## config.mk

```make
export PLATFORM = sky130hd
export DESIGN_NAME = bounded_vector_store_top
export DESIGN_NICKNAME = d
export VERILOG_FILES = /design/src/rtl/bvs_pkg.sv /design/src/rtl/bounded_vector_store_top.sv /design/src/rtl/bvs_ram.sv /design/src/rtl/bvs_ctrl.sv /design/src/rtl/bvs_dpath.sv
export SDC_FILE = /design/constraint.sdc
export NUM_CORES = 1
export LEC_CHECK = 0
export ABC_AREA = 1
export ABC_CLOCK_PERIOD_IN_PS = 7500
export BUFFER_PORTS_ARGS = -buffer_cell sky130_fd_sc_hd__buf_2
export CORE_AREA = 10 10 349 351
export DETAILED_ROUTE_END_ITERATION = 8
export DIE_AREA = 0 0 359 361
export GPL_TIMING_DRIVEN = 0
export SYNTH_ARGS = -nofsm -noshare
export SYNTH_HDL_FRONTEND = slang
export SYNTH_SLANG_ARGS = --single-unit
```

## constraint.sdc

```tcl
create_clock -name i_clk -period 7.5 [get_ports i_clk]
set_clock_uncertainty 0.15 [all_clocks]
set_input_delay 1.125 -clock i_clk [delete_from_list [all_inputs] [get_ports i_clk]]
set_output_delay 1.125 -clock i_clk [all_outputs]
set_load 0.005 [all_outputs]
```

## src/rtl/bvs_pkg.sv

```systemverilog
`default_nettype none
// ----------------------------------------------------------------------------
// bvs_pkg: shared types and constants of the bounded vector store
// Holds the word types of both channels, the operation codes, the controller
// states and the command/status groups between controller and datapath.
// ----------------------------------------------------------------------------
package bvs_pkg;

    localparam int DEPTH_DEF      = 16;
    localparam int DATA_WIDTH_DEF = 32;

    typedef enum logic [2:0] {
        OP_PUSH      = 3'd0,
        OP_PUSH_ZERO = 3'd1,
        OP_POP       = 3'd2,
        OP_REMOVE    = 3'd3,
        OP_CLEAR     = 3'd4
    } t_op;

    typedef struct packed {
        logic [2:0]  operation;
        logic [31:0] value;
        logic [3:0]  index;
    } t_in_word;

    typedef struct packed {
        logic        ok;
        logic [31:0] popped_value;
        logic [4:0]  count;
    } t_out_word;

    typedef enum logic [2:0] {
        ST_IDLE,
        ST_EXEC,
        ST_POP_WAIT,
        ST_RM_RD,
        ST_RM_WR,
        ST_DONE
    } t_state;

    // Commands from the controller to the datapath.
    typedef struct packed {
        logic latch_in;
        logic res_init;
        logic res_ok;
        logic wr_push;
        logic rd_pop;
        logic cap_pop;
        logic ptr_init;
        logic rd_rm;
        logic wr_rm;
        logic cnt_inc;
        logic cnt_dec;
        logic cnt_clr;
        logic load_out;
    } t_cmd;

    // Status from the datapath to the controller.
    typedef struct packed {
        logic is_push;
        logic is_pop;
        logic is_remove;
        logic is_clear;
        logic full;
        logic empty;
        logic idx_in;
        logic idx_last;
        logic rm_more;
        logic out_free;
    } t_sts;

endpackage
`default_nettype wire

```

## src/rtl/bounded_vector_store_top.sv

```systemverilog
`default_nettype none
// ----------------------------------------------------------------------------
// bounded_vector_store_top: bounded vector store with push, pop and remove
// A fixed-capacity vector of elements kept in one RAM, operated on one word
// at a time, with one result word for every operation word.
// ----------------------------------------------------------------------------
// One operation word is taken at a time. Push, push-zero, clear, a failed pop
// and a remove that needs no shifting pass through execute and done states
// back to idle; a successful pop adds a read-wait state, because the element
// comes from the registered read port of the RAM. A remove at index k on a
// store of n elements moves the n-1-k elements above k down one at a time
// through the single read and write port, each move being
// a read state and then a write state. The result word sits in an output
// register, so the block returns to accepting new words while a finished
// result still waits to be taken; only a second result blocks on a stalled
// output. A pop returns the last element, truncated or zero-extended to the
// 32-bit field; a push on a full store and a pop on an empty one report
// ok low and leave the store as it was. Entries above the count are never
// read, so the RAM needs no clearing after reset.
// ----------------------------------------------------------------------------
module bounded_vector_store_top #(
    parameter int DEPTH      = bvs_pkg::DEPTH_DEF,
    parameter int DATA_WIDTH = bvs_pkg::DATA_WIDTH_DEF
) (
    input  wire logic               i_clk,
    input  wire logic               i_rst_n,
    input  wire logic               i_in_valid,
    output logic                    o_in_stall,
    input  wire bvs_pkg::t_in_word  i_in_word,
    output logic                    o_out_valid,
    input  wire logic               i_out_stall,
    output bvs_pkg::t_out_word      o_out_word
);

    import bvs_pkg::*;

    // Command and status groups between sequencer and datapath.
    t_cmd cmd;
    t_sts sts;

    // The sequencer owns the input handshake: a word is taken only in idle.
    bvs_ctrl u_ctrl (
        .i_clk      (i_clk),
        .i_rst_n    (i_rst_n),
        .i_in_valid (i_in_valid),
        .i_sts      (sts),
        .o_cmd      (cmd),
        .o_in_stall (o_in_stall)
    );

    // The datapath holds the element RAM, the count and the output register.
    bvs_dpath #(
        .DEPTH      (DEPTH),
        .DATA_WIDTH (DATA_WIDTH)
    ) u_dpath (
        .i_clk       (i_clk),
        .i_rst_n     (i_rst_n),
        .i_in_word   (i_in_word),
        .i_cmd       (cmd),
        .i_out_stall (i_out_stall),
        .o_sts       (sts),
        .o_out_valid (o_out_valid),
        .o_out_word  (o_out_word)
    );

    // Once a word is taken, the block is busy on the next cycle.
    a_busy_after_accept : assert property (@(posedge i_clk) disable iff (!i_rst_n)
        (i_in_valid && !o_in_stall) |=> o_in_stall)
        else $error("input accepted while previous operation still running");

    // A new result is only produced while an operation is in progress.
    a_result_from_busy : assert property (@(posedge i_clk) disable iff (!i_rst_n)
        $rose(o_out_valid) |-> $past(o_in_stall))
        else $error("result appeared without an operation in progress");

    // A nonzero popped element only comes with a successful operation.
    a_pop_implies_ok : assert property (@(posedge i_clk) disable iff (!i_rst_n)
        (o_out_valid && (o_out_word.popped_value != '0)) |-> o_out_word.ok)
        else $error("popped element reported on a failed operation");

    // A result is loaded only when the output register is empty or being read.
    a_load_needs_slot : assert property (@(posedge i_clk) disable iff (!i_rst_n)
        cmd.load_out |-> (!o_out_valid || !i_out_stall))
        else $error("result register overwritten while stalled");

endmodule
`default_nettype wire

```

## src/rtl/bvs_ram.sv

```systemverilog
`default_nettype none
// ----------------------------------------------------------------------------
// bvs_ram: generic single-write, single-read RAM
// One write port and one read port with registered read data.
// ----------------------------------------------------------------------------
module bvs_ram #(
    parameter int WIDTH = 32,
    parameter int DEPTH = 16
) (
    input  wire logic                     i_clk,
    input  wire logic                     i_we,
    input  wire logic [$clog2(DEPTH)-1:0] i_waddr,
    input  wire logic [WIDTH-1:0]         i_wdata,
    input  wire logic [$clog2(DEPTH)-1:0] i_raddr,
    output logic      [WIDTH-1:0]         o_rdata
);

    logic [WIDTH-1:0] r_mem [DEPTH];

    always_ff @(posedge i_clk) begin
        if (i_we) begin
            r_mem[i_waddr] <= i_wdata;
        end
        o_rdata <= r_mem[i_raddr];
    end

endmodule
`default_nettype wire

```

## src/rtl/bvs_ctrl.sv

```systemverilog
`default_nettype none
// ----------------------------------------------------------------------------
// bvs_ctrl: operation sequencer of the bounded vector store
// Steps each accepted operation through execute, read wait, shift loop and
// result hand-off, driving the datapath by commands.
// ----------------------------------------------------------------------------
module bvs_ctrl (
    input  wire logic          i_clk,
    input  wire logic          i_rst_n,
    input  wire logic          i_in_valid,
    input  wire bvs_pkg::t_sts i_sts,
    output bvs_pkg::t_cmd      o_cmd,
    output logic               o_in_stall
);

    import bvs_pkg::*;

    t_state r_state;
    t_state n_state;

    always_ff @(posedge i_clk) begin
        if (!i_rst_n) begin
            r_state <= ST_IDLE;
        end else begin
            r_state <= n_state;
        end
    end

    always_comb begin
        n_state    = r_state;
        o_cmd      = '0;
        o_in_stall = (r_state != ST_IDLE);
        case (r_state)
            ST_IDLE: begin
                if (i_in_valid) begin
                    o_cmd.latch_in = 1'b1;
                    n_state        = ST_EXEC;
                end
            end
            ST_EXEC: begin
                o_cmd.res_init = 1'b1;
                n_state        = ST_DONE;
                if (i_sts.is_push) begin
                    if (!i_sts.full) begin
                        o_cmd.res_ok  = 1'b1;
                        o_cmd.wr_push = 1'b1;
                        o_cmd.cnt_inc = 1'b1;
                    end
                end else if (i_sts.is_pop) begin
                    if (!i_sts.empty) begin
                        o_cmd.res_ok  = 1'b1;
                        o_cmd.rd_pop  = 1'b1;
                        o_cmd.cnt_dec = 1'b1;
                        n_state       = ST_POP_WAIT;
                    end
                end else if (i_sts.is_remove) begin
                    o_cmd.res_ok = 1'b1;
                    if (i_sts.idx_in) begin
                        o_cmd.ptr_init = 1'b1;
                        if (i_sts.idx_last) begin
                            o_cmd.cnt_dec = 1'b1;
                        end else begin
                            n_state = ST_RM_RD;
                        end
                    end
                end else if (i_sts.is_clear) begin
                    o_cmd.res_ok  = 1'b1;
                    o_cmd.cnt_clr = 1'b1;
                end
            end
            ST_POP_WAIT: begin
                o_cmd.cap_pop = 1'b1;
                n_state       = ST_DONE;
            end
            ST_RM_RD: begin
                o_cmd.rd_rm = 1'b1;
                n_state     = ST_RM_WR;
            end
            ST_RM_WR: begin
                o_cmd.wr_rm = 1'b1;
                if (i_sts.rm_more) begin
                    n_state = ST_RM_RD;
                end else begin
                    o_cmd.cnt_dec = 1'b1;
                    n_state       = ST_DONE;
                end
            end
            ST_DONE: begin
                if (i_sts.out_free) begin
                    o_cmd.load_out = 1'b1;
                    n_state        = ST_IDLE;
                end
            end
            default: begin
                n_state = ST_IDLE;
            end
        endcase
    end

endmodule
`default_nettype wire

```

## src/rtl/bvs_dpath.sv

```systemverilog
`default_nettype none
// ----------------------------------------------------------------------------
// bvs_dpath: storage and arithmetic of the bounded vector store
// Holds the element RAM, the fill count, the shift pointer, the latched
// operation and the output word register.
// ----------------------------------------------------------------------------
module bvs_dpath #(
    parameter int DEPTH      = 16,
    parameter int DATA_WIDTH = 32
) (
    input  wire logic              i_clk,
    input  wire logic              i_rst_n,
    input  wire bvs_pkg::t_in_word i_in_word,
    input  wire bvs_pkg::t_cmd     i_cmd,
    input  wire logic              i_out_stall,
    output bvs_pkg::t_sts          o_sts,
    output logic                   o_out_valid,
    output bvs_pkg::t_out_word     o_out_word
);

    import bvs_pkg::*;

    localparam int AW = $clog2(DEPTH);
    localparam int CW = $clog2(DEPTH + 1);

    logic [2:0]            r_op;
    logic [31:0]           r_value;
    logic [3:0]            r_idx;
    logic [CW-1:0]         r_fill;
    logic [AW-1:0]         r_ptr;
    logic                  r_res_ok;
    logic [31:0]           r_res_pop;
    logic                  r_out_valid;
    t_out_word             r_out_word;

    logic                  ram_we;
    logic [AW-1:0]         ram_waddr;
    logic [DATA_WIDTH-1:0] ram_wdata;
    logic [AW-1:0]         ram_raddr;
    logic [DATA_WIDTH-1:0] ram_rdata;
    logic [AW-1:0]         fill_addr;
    logic [AW-1:0]         last_addr;
    logic [AW-1:0]         idx_addr;
    logic [63:0]           value_wide;
    logic [63:0]           rdata_wide;
    logic [63:0]           idx_wide;
    logic [63:0]           fill_wide;
    logic [DATA_WIDTH-1:0] push_data;

    // Width adaption between the fixed word fields and the parameterized store.
    assign value_wide = 64'(r_value);
    assign rdata_wide = 64'(ram_rdata);
    assign idx_wide   = 64'(r_idx);
    assign fill_wide  = 64'(r_fill);
    assign fill_addr  = fill_wide[AW-1:0];
    assign last_addr  = fill_addr - AW'(1);
    assign idx_addr   = idx_wide[AW-1:0];
    assign push_data  = (r_op == OP_PUSH) ? value_wide[DATA_WIDTH-1:0] : '0;

    always_comb begin
        o_sts           = '0;
        o_sts.is_push   = (r_op == OP_PUSH) || (r_op == OP_PUSH_ZERO);
        o_sts.is_pop    = (r_op == OP_POP);
        o_sts.is_remove = (r_op == OP_REMOVE);
        o_sts.is_clear  = (r_op == OP_CLEAR);
        o_sts.full      = (r_fill == CW'(DEPTH));
        o_sts.empty     = (r_fill == '0);
        o_sts.idx_in    = (32'(r_idx) < 32'(r_fill));
        o_sts.idx_last  = ((32'(r_idx) + 32'd1) >= 32'(r_fill));
        o_sts.rm_more   = ((32'(r_ptr) + 32'd2) < 32'(r_fill));
        o_sts.out_free  = !r_out_valid || !i_out_stall;
    end

    always_comb begin
        ram_we    = i_cmd.wr_push || i_cmd.wr_rm;
        ram_waddr = i_cmd.wr_push ? fill_addr : r_ptr;
        ram_wdata = i_cmd.wr_push ? push_data : ram_rdata;
        ram_raddr = i_cmd.rd_pop ? last_addr : (r_ptr + AW'(1));
    end

    bvs_ram #(
        .WIDTH (DATA_WIDTH),
        .DEPTH (DEPTH)
    ) u_ram (
        .i_clk   (i_clk),
        .i_we    (ram_we),
        .i_waddr (ram_waddr),
        .i_wdata (ram_wdata),
        .i_raddr (ram_raddr),
        .o_rdata (ram_rdata)
    );

    always_ff @(posedge i_clk) begin
        if (i_cmd.latch_in) begin
            r_op    <= i_in_word.operation;
            r_value <= i_in_word.value;
            r_idx   <= i_in_word.index;
        end
        if (i_cmd.ptr_init) begin
            r_ptr <= idx_addr;
        end else if (i_cmd.wr_rm) begin
            r_ptr <= r_ptr + AW'(1);
        end
        if (i_cmd.res_init) begin
            r_res_ok  <= i_cmd.res_ok;
            r_res_pop <= '0;
        end else if (i_cmd.cap_pop) begin
            r_res_pop <= rdata_wide[31:0];
        end
        if (i_cmd.load_out) begin
            r_out_word.ok           <= r_res_ok;
            r_out_word.popped_value <= r_res_pop;
            r_out_word.count        <= fill_wide[4:0];
        end
    end

    always_ff @(posedge i_clk) begin
        if (!i_rst_n) begin
            r_fill      <= '0;
            r_out_valid <= 1'b0;
        end else begin
            if (i_cmd.cnt_clr) begin
                r_fill <= '0;
            end else if (i_cmd.cnt_inc) begin
                r_fill <= r_fill + CW'(1);
            end else if (i_cmd.cnt_dec) begin
                r_fill <= r_fill - CW'(1);
            end
            if (i_cmd.load_out) begin
                r_out_valid <= 1'b1;
            end else if (!i_out_stall) begin
                r_out_valid <= 1'b0;
            end
        end
    end

    assign o_out_valid = r_out_valid;
    assign o_out_word  = r_out_word;

endmodule
`default_nettype wire
```

=== Word level (Yosys, flattened, before mapping) ===
Memory sizes are Yosys's and may differ from the RTL's. A register that Yosys moved wholly into a read port is not among the register bits.
Index checks and enable logic that the tools add are counted.
W data, S select, Z words.

* Register bits: 123
* Bits in writable memories: 512
* Bits of input ports: 43
* Memories: 1

* Add/subtract/negate cells: 6
* Magnitude comparators: 3
* Equality and inequality tests: 13
* Multiplexer cells: 56
* Bitwise gates (word level): 1
* Reduce and logical (&&, ||, !) cells: 13

{| class="wikitable"
|+ Memories
! memory !! words !! bits a word !! rd ports !! clocked after memory_dff !! write ports !! line !! RTL
|-
| u_dpath.u_ram.r_mem || 16 || 32 || 1 || 1 || 1 || bvs_ram.sv:18 || <nowiki>logic [WIDTH-1:0] r_mem [DEPTH];</nowiki>
|}

{| class="wikitable"
|+ Operators with widths
! cell !! number
|-
| $mux W32 || 2
|-
| $mux W1 || 34
|-
| $ge A32 B5 Y1 || 1
|-
| $lt A32 B5 Y1 || 1
|-
| $mux W3 || 9
|-
| $mux W4 || 5
|-
| $pmux W3 S6 || 1
|-
| $eq A3 B2 Y1 const B || 4
|-
| $mux W5 || 2
|-
| $eq A3 B3 Y1 const B || 3
|-
| $eq A3 B1 Y1 const B || 2
|-
| $logic_not A3 Y1 || 2
|-
| $add A4 B1 Y5 const B || 1
|-
| $add A4 B2 Y5 const B || 1
|-
| $add A5 B1 Y5 const B || 1
|-
| $eq A5 B5 Y1 const B || 1
|-
| $logic_not A5 Y1 || 1
|-
| $lt A4 B5 Y1 || 1
|-
| $sub A5 B1 Y5 const B || 1
|-
| $add A4 B1 Y4 const B || 1
|-
| $mux W2 || 2
|-
| $ne A2 B2 Y1 const B || 2
|-
| $reduce_bool A2 Y1 || 2
|-
| $sub A4 B1 Y4 const B || 1
|-
| other kinds (8) || 11
|}

=== Logic depth before layout (Yosys ltp) ===
* Depth after elaboration: 10
* Mapped depth: 17
* Gate-level depth less buffers: 16

=== Hierarchy ===
From an unflattened synthesis, not the netlist that was laid out.

* Cells, all modules: 2666
* Area total of the unflattened synthesis: 28210.8 um2

{| class="wikitable"
|+ By module, submodules not included
! module !! times used !! cells an instance !! area each (um2) !! sequential area each (um2)
|-
| bvs_ram || 1 || 2120 || 22730.6 || 16015.4
|-
| bvs_dpath || 1 || 485 || 5138.7 || 3223.1
|-
| bvs_ctrl || 1 || 61 || 341.6 || 60.1
|}

=== Worst setup path before layout ===
Ideal clock, no wire load.

* Kind: reg2reg
* From: reg u_dpath.r_fill[0]
* To: mem u_dpath.u_ram.r_mem[9][0], enable pin
* Library setup time: 421 ps
* Data arrival time: 3110 ps
* Required time: 6929 ps
* Setup slack: 3819 ps
* Stages on the path, launching flop included: 13
* Buffers on the path: 1
* Clock period less this slack: 3681 ps
* Cells stage by stage: dfxtp_1 -> inv_1 -> ha_1 -> nand3_1 -> nand2_1 -> nor2_4 -> inv_2 -> buf_2 -> nand2_1 -> o21ai_1 -> inv_1 -> nand2_1 -> nor2_1

* Word-level cells in the longest chain between the ends: 7

{| class="wikitable"
|+ Ends and longest elaborated chain
! item !! line !! RTL
|-
| start, declared || bvs_dpath.sv:29 || <nowiki>logic [CW-1:0] r_fill;</nowiki>
|-
| start signal, assigned || bvs_dpath.sv:125 || <nowiki>r_fill <= r_fill + CW'(1);</nowiki>
|-
| start signal, assigned || bvs_dpath.sv:127 || <nowiki>r_fill <= r_fill - CW'(1);</nowiki>
|-
| $eq A5 B5 Y1 || bvs_dpath.sv:66 || <nowiki>o_sts.full = (r_fill == CW'(DEPTH));</nowiki>
|-
| $mux W2 || bvs_ctrl.sv:44 || <nowiki>if (!i_sts.full) begin</nowiki>
|-
| $mux W1 || bvs_ctrl.sv:43 || <nowiki>if (i_sts.is_push) begin</nowiki>
|-
| $mux W4 || bvs_ctrl.sv:33 || <nowiki>case (r_state)</nowiki>
|-
| $logic_or A1 B1 Y1 || bvs_dpath.sv:75 || <nowiki>ram_we = i_cmd.wr_push || i_cmd.wr_rm;</nowiki>
|-
| $mux W1 || bvs_ram.sv:21 || <nowiki>if (i_we) begin</nowiki>
|-
| $mux W1 (implied by the code) || bvs_ram.sv:22 || <nowiki>r_mem[i_waddr] <= i_wdata;</nowiki>
|-
| end, declared || bvs_ram.sv:18 ||
|}

Parallel ways exist; a longest one is shown, timed or not.

=== Final worst setup path ===
* From: reg u_dpath.r_fill[0]
* To: mem u_dpath.u_ram.r_mem[3][19], enable pin

Same word-level chain as after synthesis.

==> flow_metrics.env <==
export IMPL_status="finished clean"
export IMPL_synth_edf_count=594
export IMPL_critPathMaxStageDelay_ns=0.84
export IMPL_dieArea_um2=129600
export IMPL_ctsResizeCount=0
export IMPL_use_met3_pct=3.427
export IMPL_htreeDepth=3
export IMPL_nets=2984
export IMPL_fin_area_um2=33600
export IMPL_syn2layout_area_growth_pct=18.11
export IMPL_postPlaceCellArea_um2=31330
export IMPL_vias=20080
export IMPL_post_dp_hpwl_mm=60.26
export IMPL_clk_pin_slew_ns=0.06
export IMPL_postCtsSetupBuffers=0
export IMPL_setup_viol=0
export IMPL_r2r_cells=11
export IMPL_max_slew_worst_pin_slew_ns=1.030
export IMPL_ir_drop_mv=0.2467
export IMPL_synth_cells=2746
export IMPL_synthArstFlopShare_pct=0
export IMPL_pin_count=83
export IMPL_path_depth=11
export IMPL_final_common_cell="nand2_1"
export IMPL_setup_worst_path_class="reg2reg"
export IMPL_synth_nets=2811
export IMPL_min_period_ns=4.235
export IMPL_synthesis_area_um2=28450
export IMPL_ys_flop_type="edfxtp_1"
export IMPL_fillers=11891
export IMPL_cts_sinks=667
export IMPL_clock_latency_ns=0.64
export IMPL_yosysWarnings=0
export IMPL_dp_slack_ns=3.331
export IMPL_avgSynthCellArea_um2=10.36
export IMPL_finalHoldViolCount=0
export IMPL_gp_congestion=0.8588
export IMPL_crit_arrival_ns=4.41
export IMPL_grt_use_met1_pct=16.68
export IMPL_cts_tree="yes"
export IMPL_antenna_found_initial=1
export IMPL_grt_max_degree=24
export IMPL_num_rows=125
export IMPL_hold_class="reg2reg"
export IMPL_tns_ns=0
export IMPL_drt_iter0_drc=2437
export IMPL_crit_family="simple AND/OR/NAND/NOR gates"
export IMPL_p_leak_nw=14.02
export IMPL_mostFrequentLayoutCells="nand2_1, nand3_1, edfxtp_1, inv_1, buf_2"
export IMPL_endpoint_kind="flip-flop"
export IMPL_grt_overflow=0
export IMPL_max_cap_violations=0
export IMPL_grt_usage_pct=13.26
export IMPL_maxSlewViolCount=0
export IMPL_ant_nets=0
export IMPL_path_max_fanout=18
export IMPL_via_per_inst=4.462
export IMPL_initial_core_util_pct=24.71
export IMPL_slew_headroom_pct=31.33
export IMPL_grt_setup_unrepaired="no"
export IMPL_firstDrtPassIters=8
export IMPL_drive_gt1_share_pct=10.89
export IMPL_synth_cell_types=35
export IMPL_grt_pass1_wl_mm=128.2
export IMPL_ys_ff_latch=667
export IMPL_fin_crit_sh_pct=56.47
export IMPL_cts_root_buffer_cell="clkbuf_16"
export IMPL_core_um2=115100
export IMPL_drt_drc_violations_left=0
export IMPL_power_density_nw_per_um2=382.0
export IMPL_crit_required_ns=7.67
export IMPL_hold_depth=0
export IMPL_crit_buf_inv=4
export IMPL_fin_ws_ns=3.265
export IMPL_cts_made_buffers=70
export IMPL_grt_busiest_layer="met2"
export IMPL_worstPathCellList="inv_1 > ha_1 > nand3_1 > nand2_1 > nor2_4 > inv_2 > buf_2 > nand2_1 > nand3_1 > nor2_4 > buf_16"
export IMPL_fp_dieH_um=361
export IMPL_first_global_vias=19012
export IMPL_seq_area_frac_synth_pct=67.84
export IMPL_routed_wirelength_mm=88.95
export IMPL_chipWidth_um=359
export IMPL_wl_per_cell_um=19.77
export IMPL_port_buffers=82
export IMPL_holdBufCountCts=0
export IMPL_gr_usage_met2_pct=21.26
export IMPL_fmax_ghz=0.2361
export IMPL_start_kind="flip-flop"
export IMPL_cts_buffer_depth=3
export IMPL_crit_slowest_cell="nor2_4"
state kept, by name (all words and copies together) (netlist names):
| signal | flops |
|---|---|
| u_dpath.u_ram.r_mem | 512 |
| u_dpath.o_out_word | 38 |
| u_dpath.r_res_pop | 32 |
| u_dpath.r_value | 32 |
| u_dpath.u_ram.o_rdata | 32 |
| u_dpath.r_fill | 5 |
| u_dpath.idx_addr | 4 |
| u_dpath.r_ptr | 4 |
| u_ctrl.r_state | 3 |
| u_dpath.r_op | 3 |
| u_dpath.o_out_valid | 1 |
| u_dpath.r_res_ok | 1 |
metal layers:
metal | share of wire, % | vias to the layer above
met4 | 3.8 | 0
met2 | 45 | 1076
met1 | 40 | 9491
met3 | 11 | 218
li1 | - | 9295
met5 | 0 | -
layout make-up:
class                      count  area, um^2  share of cell area [%]
clock buffer                  90        1897                   5.645
inverter                     563        2113                   6.290
antenna                        1       2.502                0.007448
buffer                       130       671.9                   2.000
sequential                   667       19300                   57.44
timing repair buffer         101       835.8                   2.488
multi-input combinational   1386        6504                   19.36
tap                         1524        1907                   5.675
clock inverter                38       370.4                   1.102
where the power goes:
group | internal, mW | switching (mW) | total, mW
registers | 4.99 | 0.282 | 5.27
clock network | 1.98 | 1.48 | 3.45
logic | 1.03 | 3.08 | 4.11
worst reg2reg max path: cells and delay by family (launching register included):
family                     cells  cell delay (ns)
DFF                            1             0.62
buffers and inverters          4             0.92
adders and majority gates      1             0.29
and+or+nand+nor                6             1.93
kinds of logic (layout without fill, tap and decap cells):
family | after synthesis | in the layout | share of synthesized area (%)
buf+inv | 693 | 922 | 9.790
compound gates | 64 | 64 | 1.188
simple gates | 1293 | 1293 | 19.98
flops | 667 | 667 | 67.84
other cells | 0 | 1 | 0
fa+ha+maj | 22 | 22 | 0.9940
xor+xnor | 7 | 7 | 0.2155
through the flow:
| stage | hold slack, ns | power [mW] | utilization [%] | instances |
|---|---|---|---|---|
| after floorplan | 0.2503 | 7.586 | - | 2746 |
| after global routing | 0.2888 | 13.40 | 29.19 | 4499 |
| after global placement | 0.2551 | 9.269 | 26.73 | 4352 |
| after CTS | 0.2765 | 12.80 | 29.19 | 4499 |
| final | 0.2738 | 12.83 | 29.19 | 4500 |
| after detailed placement | 0.2629 | 9.379 | 27.22 | 4371 |
path summary, 6_finish.rpt:
path | startpoint | to | slack, ns
max | u_dpath.r_fill[0] | u_dpath.u_ram.r_mem[3][19] | 3.26
min | u_dpath.r_res_ok | u_dpath.o_out_word[37] | 0.27
max reg2reg | u_dpath.r_fill[0] | u_dpath.u_ram.r_mem[3][19] | 3.26
min reg2reg | u_dpath.r_res_ok | u_dpath.o_out_word[37] | 0.27
Yosys cell counts (all sizes together), types with 2 or more instances:
master  count  share of area [%]
dfxtp      73                5.1
xor2        5               0.15
inv       562                7.4
edfxtp    594                 63
a21oi      46               0.81
nand4       3               0.11
nand3     599                 11
xnor2       2              0.062
o21ai      13               0.24
nand2     651                8.6
ha         21               0.92
nor3        2              0.035
buf        88                1.8
clkbuf     42               0.55
nor2       38               0.59
Power figures use the tool's default switching activity.
